[src/hw/rtl/cbfir_pkg.sv]
`timescale 1ns / 1ps

package cbfir_pkg;

  // Filter geometry
  localparam int MAX_TAPS = 64;
  localparam int TAP_W    = $clog2(MAX_TAPS);        // delay line / coefficient address
  localparam int CNT_W    = $clog2(MAX_TAPS + 1);    // holds a tap count up to MAX_TAPS

  // Field widths
  localparam int TC_W     = 7;                       // tap_count register
  localparam int TIDX_W   = 6;                       // tap_index field
  localparam int VALUE_W  = 16;                      // sample and coefficient
  localparam int PROD_W   = 2 * VALUE_W;
  localparam int ACC_W    = PROD_W + TAP_W;          // exact sum of MAX_TAPS products
  localparam int FRAC_W   = 15;                      // Q1.15 coefficient scaling

  localparam logic [TC_W-1:0] TAP_COUNT_RST = TC_W'(10);

  // Input commands
  localparam logic CMD_SAMPLE = 1'b0;
  localparam logic CMD_COEF   = 1'b1;

  // Controller to datapath commands
  typedef struct packed {
    logic load_sample;   // store sample, set up a new pass
    logic write_coef;    // store one coefficient
    logic issue;         // read one tap pair and advance the pointers
    logic emit;          // load the result into the output register
  } ctrl_cmd_t;

  // Datapath to controller status
  typedef struct packed {
    logic last_tap;      // current read is the final tap
    logic pipe_busy;     // reads or products still in flight
    logic out_free;      // output register can take a result this cycle
  } ctrl_sts_t;

  // Taps in use: zero acts as one, anything above MAX_TAPS acts as MAX_TAPS
  function automatic logic [CNT_W-1:0] taps_in_use(input logic [TC_W-1:0] tc);
    logic [CNT_W-1:0] n;
    if (tc == '0) begin
      n = CNT_W'(1);
    end else if (32'(tc) > 32'(MAX_TAPS)) begin
      n = CNT_W'(MAX_TAPS);
    end else begin
      n = CNT_W'(tc);
    end
    return n;
  endfunction

endpackage

[src/hw/rtl/cbfir_in_if.sv]
`timescale 1ns / 1ps

interface cbfir_in_if
  import cbfir_pkg::*;
  ();
  logic                      valid;
  logic                      ready;
  logic                      cmd;
  logic [TIDX_W-1:0]         tap_index;
  logic signed [VALUE_W-1:0] value;

  modport source (output valid, cmd, tap_index, value, input ready);
  modport sink   (input valid, cmd, tap_index, value, output ready);
endinterface

[src/hw/rtl/cbfir_out_if.sv]
`timescale 1ns / 1ps

interface cbfir_out_if
  import cbfir_pkg::*;
  ();
  logic                      valid;
  logic                      ready;
  logic signed [VALUE_W-1:0] filtered_sample;
  logic                      saturated;

  modport source (output valid, filtered_sample, saturated, input ready);
  modport sink   (input valid, filtered_sample, saturated, output ready);
endinterface

[src/hw/rtl/cbfir_cfg_if.sv]
`timescale 1ns / 1ps

interface cbfir_cfg_if
  import cbfir_pkg::*;
  ();
  logic            valid;
  logic            ready;
  logic [TC_W-1:0] tap_count;

  modport source (output valid, tap_count, input ready);
  modport sink   (input valid, tap_count, output ready);
endinterface

[src/hw/rtl/cbfir_ctrl.sv]
`timescale 1ns / 1ps

module cbfir_ctrl
  import cbfir_pkg::*;
(
  input  logic      clk_i,
  input  logic      rst_ni,
  input  logic      in_valid_i,
  input  logic      in_cmd_i,
  output logic      in_ready_o,
  input  ctrl_sts_t sts_i,
  output ctrl_cmd_t cmd_o
);

  typedef enum logic [1:0] {
    ST_IDLE,
    ST_RUN,
    ST_DRAIN,
    ST_EMIT
  } state_e;

  state_e state_q, state_d;
  logic   in_xfer;

  assign in_ready_o = (state_q == ST_IDLE);
  assign in_xfer    = in_valid_i && in_ready_o;

  // Decode commands and next state
  always_comb begin
    state_d = state_q;
    cmd_o   = '0;
    case (state_q)
      ST_IDLE: begin
        if (in_xfer) begin
          if (in_cmd_i == CMD_COEF) begin
            cmd_o.write_coef = 1'b1;
          end else begin
            cmd_o.load_sample = 1'b1;
            state_d           = ST_RUN;
          end
        end
      end
      ST_RUN: begin
        cmd_o.issue = 1'b1;
        if (sts_i.last_tap) begin
          state_d = ST_DRAIN;
        end
      end
      ST_DRAIN: begin
        if (!sts_i.pipe_busy) begin
          state_d = ST_EMIT;
        end
      end
      ST_EMIT: begin
        if (sts_i.out_free) begin
          cmd_o.emit = 1'b1;
          state_d    = ST_IDLE;
        end
      end
      default: begin
        state_d = ST_IDLE;
      end
    endcase
  end

  // Hold state
  always_ff @(posedge clk_i or negedge rst_ni) begin
    if (!rst_ni) begin
      state_q <= ST_IDLE;
    end else begin
      state_q <= state_d;
    end
  end

endmodule

[src/hw/rtl/cbfir_dpath.sv]
`timescale 1ns / 1ps

module cbfir_dpath
  import cbfir_pkg::*;
(
  input  logic                      clk_i,
  input  logic                      rst_ni,
  input  ctrl_cmd_t                 cmd_i,
  output ctrl_sts_t                 sts_o,
  input  logic                      cfg_we_i,
  input  logic [TC_W-1:0]           cfg_tap_count_i,
  input  logic [TIDX_W-1:0]         tap_index_i,
  input  logic signed [VALUE_W-1:0] value_i,
  output logic                      out_valid_o,
  input  logic                      out_ready_i,
  output logic signed [VALUE_W-1:0] filtered_sample_o,
  output logic                      saturated_o
);

  // Storage
  logic signed [VALUE_W-1:0] dl_mem [MAX_TAPS];
  logic signed [VALUE_W-1:0] cf_mem [MAX_TAPS];
  logic [MAX_TAPS-1:0]       dl_valid_q;

  // Control registers
  logic [TC_W-1:0]  tap_count_q;
  logic [TAP_W-1:0] wp_q, wp_d;
  logic [TAP_W-1:0] tap_q, pos_q;
  logic             rd_v_q, mul_v_q, out_valid_q;

  // Pipeline payload
  logic signed [VALUE_W-1:0] rd_cf_q, rd_dl_q;
  logic                      rd_dv_q;
  logic signed [PROD_W-1:0]  prod_q, prod_d;
  logic signed [ACC_W-1:0]   acc_q;
  logic signed [VALUE_W-1:0] out_data_q;
  logic                      out_sat_q;

  logic [CNT_W-1:0]          n_taps;
  logic [TAP_W-1:0]          wp_eff;
  logic [CNT_W-1:0]          pos_inc;
  logic [TAP_W-1:0]          pos_nxt;
  logic signed [VALUE_W-1:0] dl_op;
  logic                      res_sat;
  logic signed [VALUE_W-1:0] res_val;
  logic                      coef_in_range;

  assign n_taps = taps_in_use(tap_count_q);

  // Write position falls back to zero when the tap count shrank below it
  assign wp_eff = (CNT_W'(wp_q) >= n_taps) ? '0 : wp_q;
  // Next sample lands one place before this one, wrapping to the top tap
  assign wp_d   = (wp_eff == '0) ? TAP_W'(n_taps - CNT_W'(1)) : wp_eff - TAP_W'(1);

  // Circular read pointer
  assign pos_inc = CNT_W'(pos_q) + CNT_W'(1);
  assign pos_nxt = (pos_inc >= n_taps) ? '0 : TAP_W'(pos_inc);

  assign coef_in_range = (32'(tap_index_i) < 32'(MAX_TAPS));

  // Status to the controller
  assign sts_o.last_tap  = (CNT_W'(tap_q) == (n_taps - CNT_W'(1)));
  assign sts_o.pipe_busy = rd_v_q || mul_v_q;
  assign sts_o.out_free  = !out_valid_q || out_ready_i;

  // Control registers
  always_ff @(posedge clk_i or negedge rst_ni) begin
    if (!rst_ni) begin
      tap_count_q <= TAP_COUNT_RST;
      wp_q        <= '0;
      dl_valid_q  <= '0;
      tap_q       <= '0;
      pos_q       <= '0;
      rd_v_q      <= 1'b0;
      mul_v_q     <= 1'b0;
      out_valid_q <= 1'b0;
    end else begin
      if (cfg_we_i) begin
        tap_count_q <= cfg_tap_count_i;
        wp_q        <= '0;
      end
      if (cmd_i.load_sample) begin
        dl_valid_q[wp_eff] <= 1'b1;
        wp_q               <= wp_d;
        tap_q              <= '0;
        pos_q              <= wp_eff;
      end else if (cmd_i.issue) begin
        tap_q <= tap_q + TAP_W'(1);
        pos_q <= pos_nxt;
      end
      rd_v_q  <= cmd_i.issue;
      mul_v_q <= rd_v_q;
      // Set on a new result, drop once the sink takes the transaction
      if (cmd_i.emit) begin
        out_valid_q <= 1'b1;
      end else if (out_ready_i) begin
        out_valid_q <= 1'b0;
      end
    end
  end

  // Delay line memory: write the new sample, read one tap a cycle
  always_ff @(posedge clk_i) begin
    if (cmd_i.load_sample) begin
      dl_mem[wp_eff] <= value_i;
    end
    if (cmd_i.issue) begin
      rd_dl_q <= dl_mem[pos_q];
      rd_dv_q <= dl_valid_q[pos_q];
    end
  end

  // Coefficient memory
  always_ff @(posedge clk_i) begin
    if (cmd_i.write_coef && coef_in_range) begin
      cf_mem[TAP_W'(tap_index_i)] <= value_i;
    end
    if (cmd_i.issue) begin
      rd_cf_q <= cf_mem[tap_q];
    end
  end

  // Multiply and accumulate; never-written delay entries read as zero
  assign dl_op  = rd_dv_q ? rd_dl_q : '0;
  assign prod_d = rd_cf_q * dl_op;

  always_ff @(posedge clk_i) begin
    prod_q <= prod_d;
    if (cmd_i.load_sample) begin
      acc_q <= '0;
    end else if (mul_v_q) begin
      acc_q <= acc_q + {{(ACC_W - PROD_W){prod_q[PROD_W-1]}}, prod_q};
    end
  end

  // Shift down by 15 and clamp: out of range when the bits above the result
  // are not all copies of its sign
  assign res_sat = !((&acc_q[ACC_W-1:FRAC_W+VALUE_W-1]) ||
                     !(|acc_q[ACC_W-1:FRAC_W+VALUE_W-1]));
  always_comb begin
    if (!res_sat) begin
      res_val = acc_q[FRAC_W+VALUE_W-1:FRAC_W];
    end else if (acc_q[ACC_W-1]) begin
      res_val = {1'b1, {(VALUE_W-1){1'b0}}};
    end else begin
      res_val = {1'b0, {(VALUE_W-1){1'b1}}};
    end
  end

  // Output register
  always_ff @(posedge clk_i) begin
    if (cmd_i.emit) begin
      out_data_q <= res_val;
      out_sat_q  <= res_sat;
    end
  end

  assign out_valid_o       = out_valid_q;
  assign filtered_sample_o = out_data_q;
  assign saturated_o       = out_sat_q;

endmodule

[src/hw/rtl/circular_buffer_fir_filter_core.sv]
`timescale 1ns / 1ps
// Channel   Direction  Payload                             Handshake
// in_i      sink       cmd, tap_index, value               valid / ready
// out_o     source     filtered_sample, saturated          valid / ready
// cfg_i     sink       tap_count                           valid / ready (idle, no input offered)
//
// A coefficient is written when its transaction is accepted. A sample passes
// through the accept, a run in which one shared multiply-accumulate reads one
// delay/coefficient pair per cycle, the pipeline drain and the load of the
// result.
// Reset sets tap_count to 10 and clears the delay line through per-entry valid
// bits at once. A stalled output holds the finished result; the next input
// transaction is still taken, and its result waits until the register frees.

module circular_buffer_fir_filter_core
  import cbfir_pkg::*;
(
  input  logic         clk_i,
  input  logic         rst_ni,
  cbfir_in_if.sink     in_i,
  cbfir_out_if.source  out_o,
  cbfir_cfg_if.sink    cfg_i
);

  ctrl_cmd_t ctrl_cmd;
  ctrl_sts_t ctrl_sts;
  logic      cfg_we;

  // Take configuration only while the controller is idle and no input is offered
  assign cfg_i.ready = in_i.ready && !in_i.valid;
  assign cfg_we      = cfg_i.valid && cfg_i.ready;

  cbfir_ctrl u_ctrl (
    .clk_i      (clk_i),
    .rst_ni     (rst_ni),
    .in_valid_i (in_i.valid),
    .in_cmd_i   (in_i.cmd),
    .in_ready_o (in_i.ready),
    .sts_i      (ctrl_sts),
    .cmd_o      (ctrl_cmd)
  );

  cbfir_dpath u_dpath (
    .clk_i             (clk_i),
    .rst_ni            (rst_ni),
    .cmd_i             (ctrl_cmd),
    .sts_o             (ctrl_sts),
    .cfg_we_i          (cfg_we),
    .cfg_tap_count_i   (cfg_i.tap_count),
    .tap_index_i       (in_i.tap_index),
    .value_i           (in_i.value),
    .out_valid_o       (out_o.valid),
    .out_ready_i       (out_o.ready),
    .filtered_sample_o (out_o.filtered_sample),
    .saturated_o       (out_o.saturated)
  );

endmodule
[src/flat_wrapper.sv]
// flat-port wrapper written by rule: the top's interface ports become plain ports
module circular_buffer_fir_filter_core_flat import cbfir_pkg::*;
  (clk_i, rst_ni, in_i_valid, in_i_cmd, in_i_tap_index, in_i_value, in_i_ready, out_o_valid, out_o_filtered_sample, out_o_saturated, out_o_ready, cfg_i_valid, cfg_i_tap_count, cfg_i_ready);
  cbfir_in_if in_i_i ();
  cbfir_out_if out_o_i ();
  cbfir_cfg_if cfg_i_i ();
  input  logic clk_i;
  input  logic rst_ni;
  input wire logic [$bits(in_i_i.valid)-1:0] in_i_valid;
  input wire logic [$bits(in_i_i.cmd)-1:0] in_i_cmd;
  input wire logic [$bits(in_i_i.tap_index)-1:0] in_i_tap_index;
  input wire logic [$bits(in_i_i.value)-1:0] in_i_value;
  output wire logic [$bits(in_i_i.ready)-1:0] in_i_ready;
  output wire logic [$bits(out_o_i.valid)-1:0] out_o_valid;
  output wire logic [$bits(out_o_i.filtered_sample)-1:0] out_o_filtered_sample;
  output wire logic [$bits(out_o_i.saturated)-1:0] out_o_saturated;
  input wire logic [$bits(out_o_i.ready)-1:0] out_o_ready;
  input wire logic [$bits(cfg_i_i.valid)-1:0] cfg_i_valid;
  input wire logic [$bits(cfg_i_i.tap_count)-1:0] cfg_i_tap_count;
  output wire logic [$bits(cfg_i_i.ready)-1:0] cfg_i_ready;
  assign in_i_i.valid = in_i_valid;
  assign in_i_i.cmd = in_i_cmd;
  assign in_i_i.tap_index = in_i_tap_index;
  assign in_i_i.value = in_i_value;
  assign in_i_ready = in_i_i.ready;
  assign out_o_valid = out_o_i.valid;
  assign out_o_filtered_sample = out_o_i.filtered_sample;
  assign out_o_saturated = out_o_i.saturated;
  assign out_o_i.ready = out_o_ready;
  assign cfg_i_i.valid = cfg_i_valid;
  assign cfg_i_i.tap_count = cfg_i_tap_count;
  assign cfg_i_ready = cfg_i_i.ready;
  circular_buffer_fir_filter_core u_core (.clk_i(clk_i), .rst_ni(rst_ni), .in_i(in_i_i), .out_o(out_o_i), .cfg_i(cfg_i_i));
endmodule
[config.mk]
export PLATFORM = sky130hd
export DESIGN_NAME = circular_buffer_fir_filter_core_flat
export DESIGN_NICKNAME = d
export VERILOG_FILES = /design/src/hw/rtl/cbfir_pkg.sv /design/src/hw/rtl/cbfir_in_if.sv /design/src/hw/rtl/cbfir_out_if.sv /design/src/hw/rtl/cbfir_cfg_if.sv /design/src/hw/rtl/cbfir_ctrl.sv /design/src/hw/rtl/cbfir_dpath.sv /design/src/hw/rtl/circular_buffer_fir_filter_core.sv /design/src/flat_wrapper.sv
export SDC_FILE = /design/constraint.sdc
export NUM_CORES = 2
export LEC_CHECK = 0
export ABC_CLOCK_PERIOD_IN_PS = 7900
export BUFFER_PORTS_ARGS = -buffer_cell sky130_fd_sc_hd__buf_2
export CORE_MARGIN = 4
export CORE_UTILIZATION = 60
export DETAILED_ROUTE_END_ITERATION = 12
export PLACE_DENSITY = 0.76
export SLEW_MARGIN = 30
export SYNTH_ARGS = -nofsm -noshare
export SYNTH_HDL_FRONTEND = slang
export SYNTH_SLANG_ARGS = --single-unit
[constraint.sdc]
create_clock -name clk_i -period 7.9 [get_ports clk_i]
set_input_delay 1.58 -clock clk_i [delete_from_list [all_inputs] [get_ports clk_i]]
set_output_delay 1.58 -clock clk_i [all_outputs]
set_load 0.05 [all_outputs]
=== Word-level counts from Yosys, hierarchy flattened ===
Memories as Yosys holds them, arrays and structs flattened. A register that Yosys moved wholly into a read port is not among the register bits.
Cells that the tools add are included.

* Register bits: 182
* RAM bits: 2048
* Input port bits: 35
* Output and inout port bits: 20
* Word-level logic and storage cells: 95
* Memories: 2

{| class="wikitable"
|+ Memory list
! memory !! words !! width !! rd ports !! clocked after memory_dff !! wr ports !! line !! source
|-
| u_core.u_dpath.cf_mem || 64 || 16 || 1 || 1 || 1 || cbfir_dpath.sv:22 || <nowiki>logic signed [VALUE_W-1:0] cf_mem [MAX_TAPS];</nowiki>
|-
| u_core.u_dpath.dl_mem || 64 || 16 || 1 || 1 || 1 || cbfir_dpath.sv:21 || <nowiki>logic signed [VALUE_W-1:0] dl_mem [MAX_TAPS];</nowiki>
|}

* Add/sub/neg operators: 5
* Multipliers: 1
* Order comparisons: 6
* Equality and inequality tests: 9
* Multiplexer cells: 37
* Bitwise logic cells: 1
* Reduce and logical (&&, ||, !) cells: 20

{| class="wikitable"
|+ Operator list
! kind !! number
|-
| $or 64x64->64 || 1
|-
| $mux 6 || 9
|-
| $mux 16 || 3
|-
| $add 38x38->38 || 1
|-
| $mul 16x16->32 || 1
|-
| $lt 6x7->1 const B || 2
|-
| $mux 2 || 7
|-
| $mux 7 || 2
|-
| $mux 1 || 13
|-
| $pmux 2 s4 || 1
|-
| $reduce_and 8->1 || 1
|-
| $reduce_or 8->1 || 1
|-
| $add 6x1->7 const B || 1
|-
| $eq 6x7->1 || 1
|-
| $ge 6x7->1 || 1
|-
| $ge 7x7->1 || 1
|-
| $gt 7x7->1 const B || 1
|-
| $logic_not 7->1 || 1
|-
| $sub 7x1->7 const B || 1
|-
| $add 6x1->6 const B || 1
|-
| $bmux 1 s6 || 1
|-
| $demux 1 s6 || 1
|-
| $ge 6x1->1 const B || 1
|-
| $logic_not 6->1 || 1
|-
| other kinds (11) || 25
|}

=== Longest topological paths before layout ===
* Word-level depth: 10
* Depth in mapped cells: 25
* Mapped depth without buffers: 23

=== Modules after synthesis ===
A second synthesis with hierarchy kept.

* Cells, all modules: 5129
* Area total of the unflattened synthesis: 98632.1 um^2

{| class="wikitable"
|+ Modules (own cells, without submodules)
! module !! times used !! cells each !! area each (um^2) !! seq. area each (um^2)
|-
| cbfir_dpath || 1 || 5107 || 98391.9 || 66706.5
|-
| cbfir_ctrl || 1 || 20 || 225.2 || 50.0
|-
| circular_buffer_fir_filter_core || 1 || 2 || 15.0 || 0.0
|}

=== Worst setup path after synthesis ===
Ideal clock, no wire load.

* Path type: register -> register
* Start point: reg u_core.u_dpath.rd_dv_q
* End point: reg u_core.u_dpath.prod_q[31]
* Library setup time: 0.072 ns
* Arrival time: 6.362 ns
* Required time: 7.828 ns
* Path slack: 1.465 ns
* Cell stages (with the launch flop): 25
* Buffers on the path: 2
* Period minus slack after synthesis: 6.435 ns
* Cell sequence: edfxtp_1 > clkbuf_1 > and2_1 > clkbuf_1 > nand2_1 > fa_1 > inv_1 > fa_1 > inv_1 > fa_1 > inv_1 > fa_1 > fa_1 > inv_1 > fa_1 > inv_1 > ha_1 > a21o_1 > a211o_1 > a211o_1 > a22o_1 > a2111oi_2 > o31ai_1 > a21oi_1 > xnor2_1

* Longest elaborated chain between the ends: 2

{| class="wikitable"
|+ RTL lines
! element !! line !! source
|-
| start, declared || cbfir_dpath.sv:33 || <nowiki>logic rd_dv_q;</nowiki>
|-
| start signal, assigned || cbfir_dpath.sv:109 || <nowiki>rd_dv_q <= dl_valid_q[pos_q];</nowiki>
|-
| $mux 16 || cbfir_dpath.sv:124 || <nowiki>assign dl_op = rd_dv_q ? rd_dl_q : '0;</nowiki>
|-
| $mul 16x16->32 || cbfir_dpath.sv:125 || <nowiki>assign prod_d = rd_cf_q * dl_op;</nowiki>
|-
| named net u_core.u_dpath.prod_d[31] || cbfir_dpath.sv:34 || <nowiki>logic signed [PROD_W-1:0] prod_q, prod_d;</nowiki>
|-
| end signal, assigned || cbfir_dpath.sv:128 || <nowiki>prod_q <= prod_d;</nowiki>
|-
| end, declared || cbfir_dpath.sv:34 ||
|}

The timed path passes the listed nets, and every way through them passes these cells.
A chain may end at the register's enable or synchronous reset.

=== Final worst setup path ===
Ends and elaborated chain as after synthesis.

==> impl_metrics.prom <==
# TYPE chip_impl_metric gauge
chip_impl_metric{name="cts-hold-fix-buffers",unit=""} 0
chip_impl_metric{name="routed_via_density",unit=""} 6.69
chip_impl_metric{name="max_cap_violations",unit=""} 0
chip_impl_metric{name="timing.critical_path.required",unit="ns"} 8.61
chip_impl_metric{name="actual_transition_at_the_worst_max_transition_pin",unit="ns"} 1.05
chip_impl_metric{name="fmax",unit="GHz"} 0.143
chip_impl_metric{name="period_minus_slack",unit="ns"} 6.99
chip_impl_info{name="outcome",value="completed"} 1
chip_impl_metric{name="proportion_of_register_bits_with_asynchronous_set_or_reset_after_synthesis",unit=""} 0.0416
chip_impl_metric{name="dieArea",unit="um2"} 170000
chip_impl_metric{name="layout_worst_path_cycle_share",unit=""} 0.885
chip_impl_info{name="rr_startpoint",value="u_core.u_dpath.rd_dv_q$_DFFE_PP_"} 1
chip_impl_info{name="worst_path_max_delay_cell",value="sky130_fd_sc_hd__fa_1"} 1
chip_impl_metric{name="vias",unit=""} 51000
chip_impl_metric{name="pin_count_of_the_biggest_net_entering_global_routing",unit=""} 159
chip_impl_metric{name="critical_path.max_fanout",unit=""} 60
chip_impl_metric{name="drt_drc_violations_left",unit=""} 0
chip_impl_metric{name="clkSlewWorstSetupHoldPaths",unit="ns"} 0.07
chip_impl_metric{name="worstPathArrival",unit="ns"} 7.70
chip_impl_metric{name="fp.dieW",unit="um"} 413
chip_impl_metric{name="synthDistinctLibCells",unit=""} 79
chip_impl_metric{name="clock_insertion_delay_worst_skew",unit="ns"} 0.84
chip_impl_info{name="timing.hold.worst.class",value="flop to flop"} 1
chip_impl_metric{name="syn_area",unit="um2"} 98400
chip_impl_metric{name="portBuffers",unit=""} 54
chip_impl_metric{name="number_of_placement_rows",unit=""} 148
chip_impl_metric{name="globalRoute.totalOverflow",unit=""} 0
chip_impl_info{name="critPathMostFrequentCell",value="sky130_fd_sc_hd__fa_1"} 1
chip_impl_metric{name="detailedRoute.firstPassIterationCount",unit=""} 6
chip_impl_metric{name="relSlewSlack",unit=""} 0.296
chip_impl_metric{name="gp_routability_congestion",unit=""} 0.884
chip_impl_metric{name="worst_clock_skew",unit="ns"} 0.0341
chip_impl_metric{name="synth-seq-cells",unit=""} 2262
chip_impl_metric{name="count_of_flip_flops_with_a_built_in_enable_after_synthesis",unit=""} 2098
chip_impl_metric{name="whs_path_depth",unit=""} 0
chip_impl_metric{name="die_height",unit="um"} 413
chip_impl_info{name="cts_tree",value="done"} 1
chip_impl_info{name="cp_class",value="flop to flop"} 1
chip_impl_metric{name="first_pass_grt_wire_length",unit="um"} 360000
chip_impl_metric{name="cts.sink_count",unit=""} 2262
chip_impl_metric{name="worstRegToRegCells",unit=""} 21
chip_impl_metric{name="timing.critical_path.slowest_cell_delay",unit="ns"} 0.56
chip_impl_metric{name="netlist_instances",unit=""} 5061
chip_impl_info{name="most_common_cell_after_layout_fill_and_taps_aside",value="sky130_fd_sc_hd__edfxtp_1"} 1
chip_impl_metric{name="vias_in_the_first_global_route",unit=""} 52200
chip_impl_info{name="timing.critical_path.from_type",value="flop"} 1
chip_impl_metric{name="htree_num_levels",unit=""} 4
chip_impl_metric{name="number_of_antenna_violations_at_the_first_check_in_global_routing",unit=""} 20
chip_impl_info{name="timing.critical_path.cells",value="buf_4 > and2_1 > nand2_1 > fa_1 > inv_1 > fa_1 > fa_1 > fa_1 > fa_1 > inv_1 > fa_1 > inv_1 > ha_1 > and2_1 > a211o_1 > a211o_1 > a22o_1 > a2111oi_2 > o31ai_1 > a21oi_1 > xnor2_1"} 1
chip_impl_metric{name="start_util",unit=""} 0.604
chip_impl_info{name="holdPathEnd",value="u_core.u_dpath.mul_v_q$_DFF_PN0_"} 1
chip_impl_info{name="clock-root-buffer",value="sky130_fd_sc_hd__clkbuf_16"} 1
chip_impl_metric{name="cts.repair_timing.setup_buffer_count",unit=""} 0
chip_impl_metric{name="final_net_count",unit=""} 5694
chip_impl_metric{name="r2r_slack",unit="ns"} 0.91
chip_impl_metric{name="route.antenna.remaining_nets",unit=""} 0
chip_impl_metric{name="timing.final.max_slew_violations",unit=""} 0
chip_impl_metric{name="drive_above_1_share",unit=""} 0.252
chip_impl_metric{name="cts_buffers",unit=""} 213
chip_impl_metric{name="dp_hpwl",unit="um"} 137000
chip_impl_metric{name="synthToLayoutAreaGrowth",unit="%"} 10.9
chip_impl_metric{name="detail_route.wl_per_cell",unit="um"} 31.9
chip_impl_metric{name="hold_violations",unit=""} 0
chip_impl_info{name="capturing_point_of_the_worst_reg2reg_path",value="u_core.u_dpath.prod_q[31]$_DFF_P_"} 1
chip_impl_info{name="leading_cell_types_in_the_layout_fill_and_taps_excluded",value="sky130_fd_sc_hd__edfxtp_1 (2098), sky130_fd_sc_hd__mux4_2 (693), sky130_fd_sc_hd__inv_1 (314)"} 1
chip_impl_metric{name="ys_seq_area_frac",unit=""} 0.679
chip_impl_info{name="ys_dominant_reg_cell",value="sky130_fd_sc_hd__edfxtp_1"} 1
chip_impl_metric{name="io-pin-count",unit=""} 55
chip_impl_metric{name="cts_resized",unit=""} 0
chip_impl_info{name="rsz_0062_raised_after_global_routing",value="no"} 1
chip_impl_metric{name="final_core_utilization",unit=""} 0.670
chip_impl_metric{name="finalSetupTns",unit="ns"} 0
chip_impl_metric{name="syn-num-nets",unit=""} 5500
chip_impl_metric{name="cts_buffer_depth",unit=""} 3
chip_impl_metric{name="avgSynthCellArea",unit="um2"} 19.4
chip_impl_info{name="hold_start",value="u_core.u_dpath.rd_v_q$_DFF_PN0_"} 1
chip_impl_metric{name="initialDrtViolationCount",unit=""} 7923
chip_impl_metric{name="yosysWarnings",unit=""} 0
chip_impl_metric{name="core_region_area",unit="um2"} 163000
chip_impl_metric{name="route.final.wire_length",unit="um"} 243000
chip_impl_info{name="setup.worst_path.end_class",value="flop"} 1
chip_impl_metric{name="setup_viol_count_final",unit=""} 0
chip_impl_metric{name="grt_use_total",unit=""} 0.293
[Yosys cell counts (all sizes together), types with 57 or more instances]
library cell | instances | area, um2
nor2 | 220 | 828
dfrtp | 92 | 2300
nand2 | 161 | 604
mux4 | 693 | 15600
fa | 263 | 5270
ha | 141 | 1760
buf | 93 | 484
a21o | 57 | 428
a21oi | 63 | 330
edfxtp | 2098 | 63000
xnor2 | 57 | 499
clkbuf | 162 | 608
and3 | 129 | 807
or2 | 63 | 394
dfxtp | 70 | 1400
inv | 314 | 1180
[flip-flops by register name (all words and copies together), names as in the netlist, 2 cells and up]
name / flops
u_core.u_dpath.filtered_sample_o: 16
u_core.u_dpath.dl_valid_q: 64
u_core.u_dpath.dl_mem: 1024
u_core.u_dpath.rd_dl_q: 16
u_core.u_dpath.acc_q: 38
u_core.u_dpath.rd_cf_q: 16
u_core.u_ctrl.state_q: 2
u_core.u_dpath.wp_q: 6
u_core.u_dpath.cf_mem: 1024
u_core.u_dpath.tap_q: 6
u_core.u_dpath.tap_count_q: 7
u_core.u_dpath.prod_q: 32
u_core.u_dpath.pos_q: 6
[how the worst max path moves through the flow]
stage	from	to	slack, ns	cells after the start
finish	u_core.u_dpath.rd_dv_q$_DFFE_PP_	u_core.u_dpath.prod_q[31]$_DFF_P_	0.91	21
global placement	u_core.u_dpath.rd_dv_q$_DFFE_PP_	u_core.u_dpath.prod_q[31]$_DFF_P_	1.06	21
floorplan	u_core.u_dpath.rd_dv_q$_DFFE_PP_	u_core.u_dpath.prod_q[31]$_DFF_P_	1.47	24
CTS	u_core.u_dpath.rd_dv_q$_DFFE_PP_	u_core.u_dpath.prod_q[31]$_DFF_P_	0.92	21
global route	u_core.u_dpath.rd_dv_q$_DFFE_PP_	u_core.u_dpath.prod_q[31]$_DFF_P_	0.57	21
detailed placement	u_core.u_dpath.rd_dv_q$_DFFE_PP_	u_core.u_dpath.prod_q[31]$_DFF_P_	0.95	21
[critical path: cells and delay by family, from the launching register on]
family	cells	cell delay [ns]
adder cells (fa/ha/maj)	7	3.30
flip-flops	1	0.46
AO/OA/AOI/OAI	6	1.56
XOR/XNOR	1	0.08
AND/OR/NAND/NOR	3	0.83
buffers and inverters	4	0.59
[layout make-up]
type	instances	area, um2
Multi-Input combinational cell	2229	29400
Fill cell	9935	53700
Tap cell	2175	2720
Clock buffer	268	5750
Timing Repair Buffer	234	1820
Sequential cell	2262	66800
Clock inverter	133	1360
Inverter	315	1180
Antenna cell	9	22.5
[per-stage QoR]
stage	setup WS [ns]	cell area [um2]	hold WS, ns	cells
2_1_floorplan	1.47	98400	0.349	5061
3_3_place_gp	1.06	102000	0.360	7212
3_5_place_dp	0.949	102000	0.361	7212
4_1_cts	0.917	109000	0.377	7613
5_1_grt	0.568	109000	0.382	7617
6_report	0.912	109000	0.379	7625
[routing by layer]
metal / share of wire / track usage / up-vias / wire (um)
li1: - / - / 20400 / -
met1: 0.37 / 0.414 / 26700 / 89000
met3: 0.11 / 0.0698 / 513 / 27100
met4: 0.033 / 0.0935 / 14 / 8080
met5: 0.00037 / 0 / - / 91
met2: 0.49 / 0.462 / 3427 / 119000
[logic make-up (layout without fill, tap and decap cells)]
logic type | after synthesis | count (layout) | synth area share
fa+ha+maj | 404 | 404 | 0.0715
compound gates | 292 | 292 | 0.0211
mux | 732 | 732 | 0.163
other cells | 0 | 9 | 0
flops | 2262 | 2262 | 0.679
buf+inv | 570 | 950 | 0.0231
simple gates | 720 | 720 | 0.0357
xor+xnor | 81 | 81 | 0.00721
Power is not shown: default switching activity piles up to over one toggle a cycle in this logic, so the estimate is an artifact.
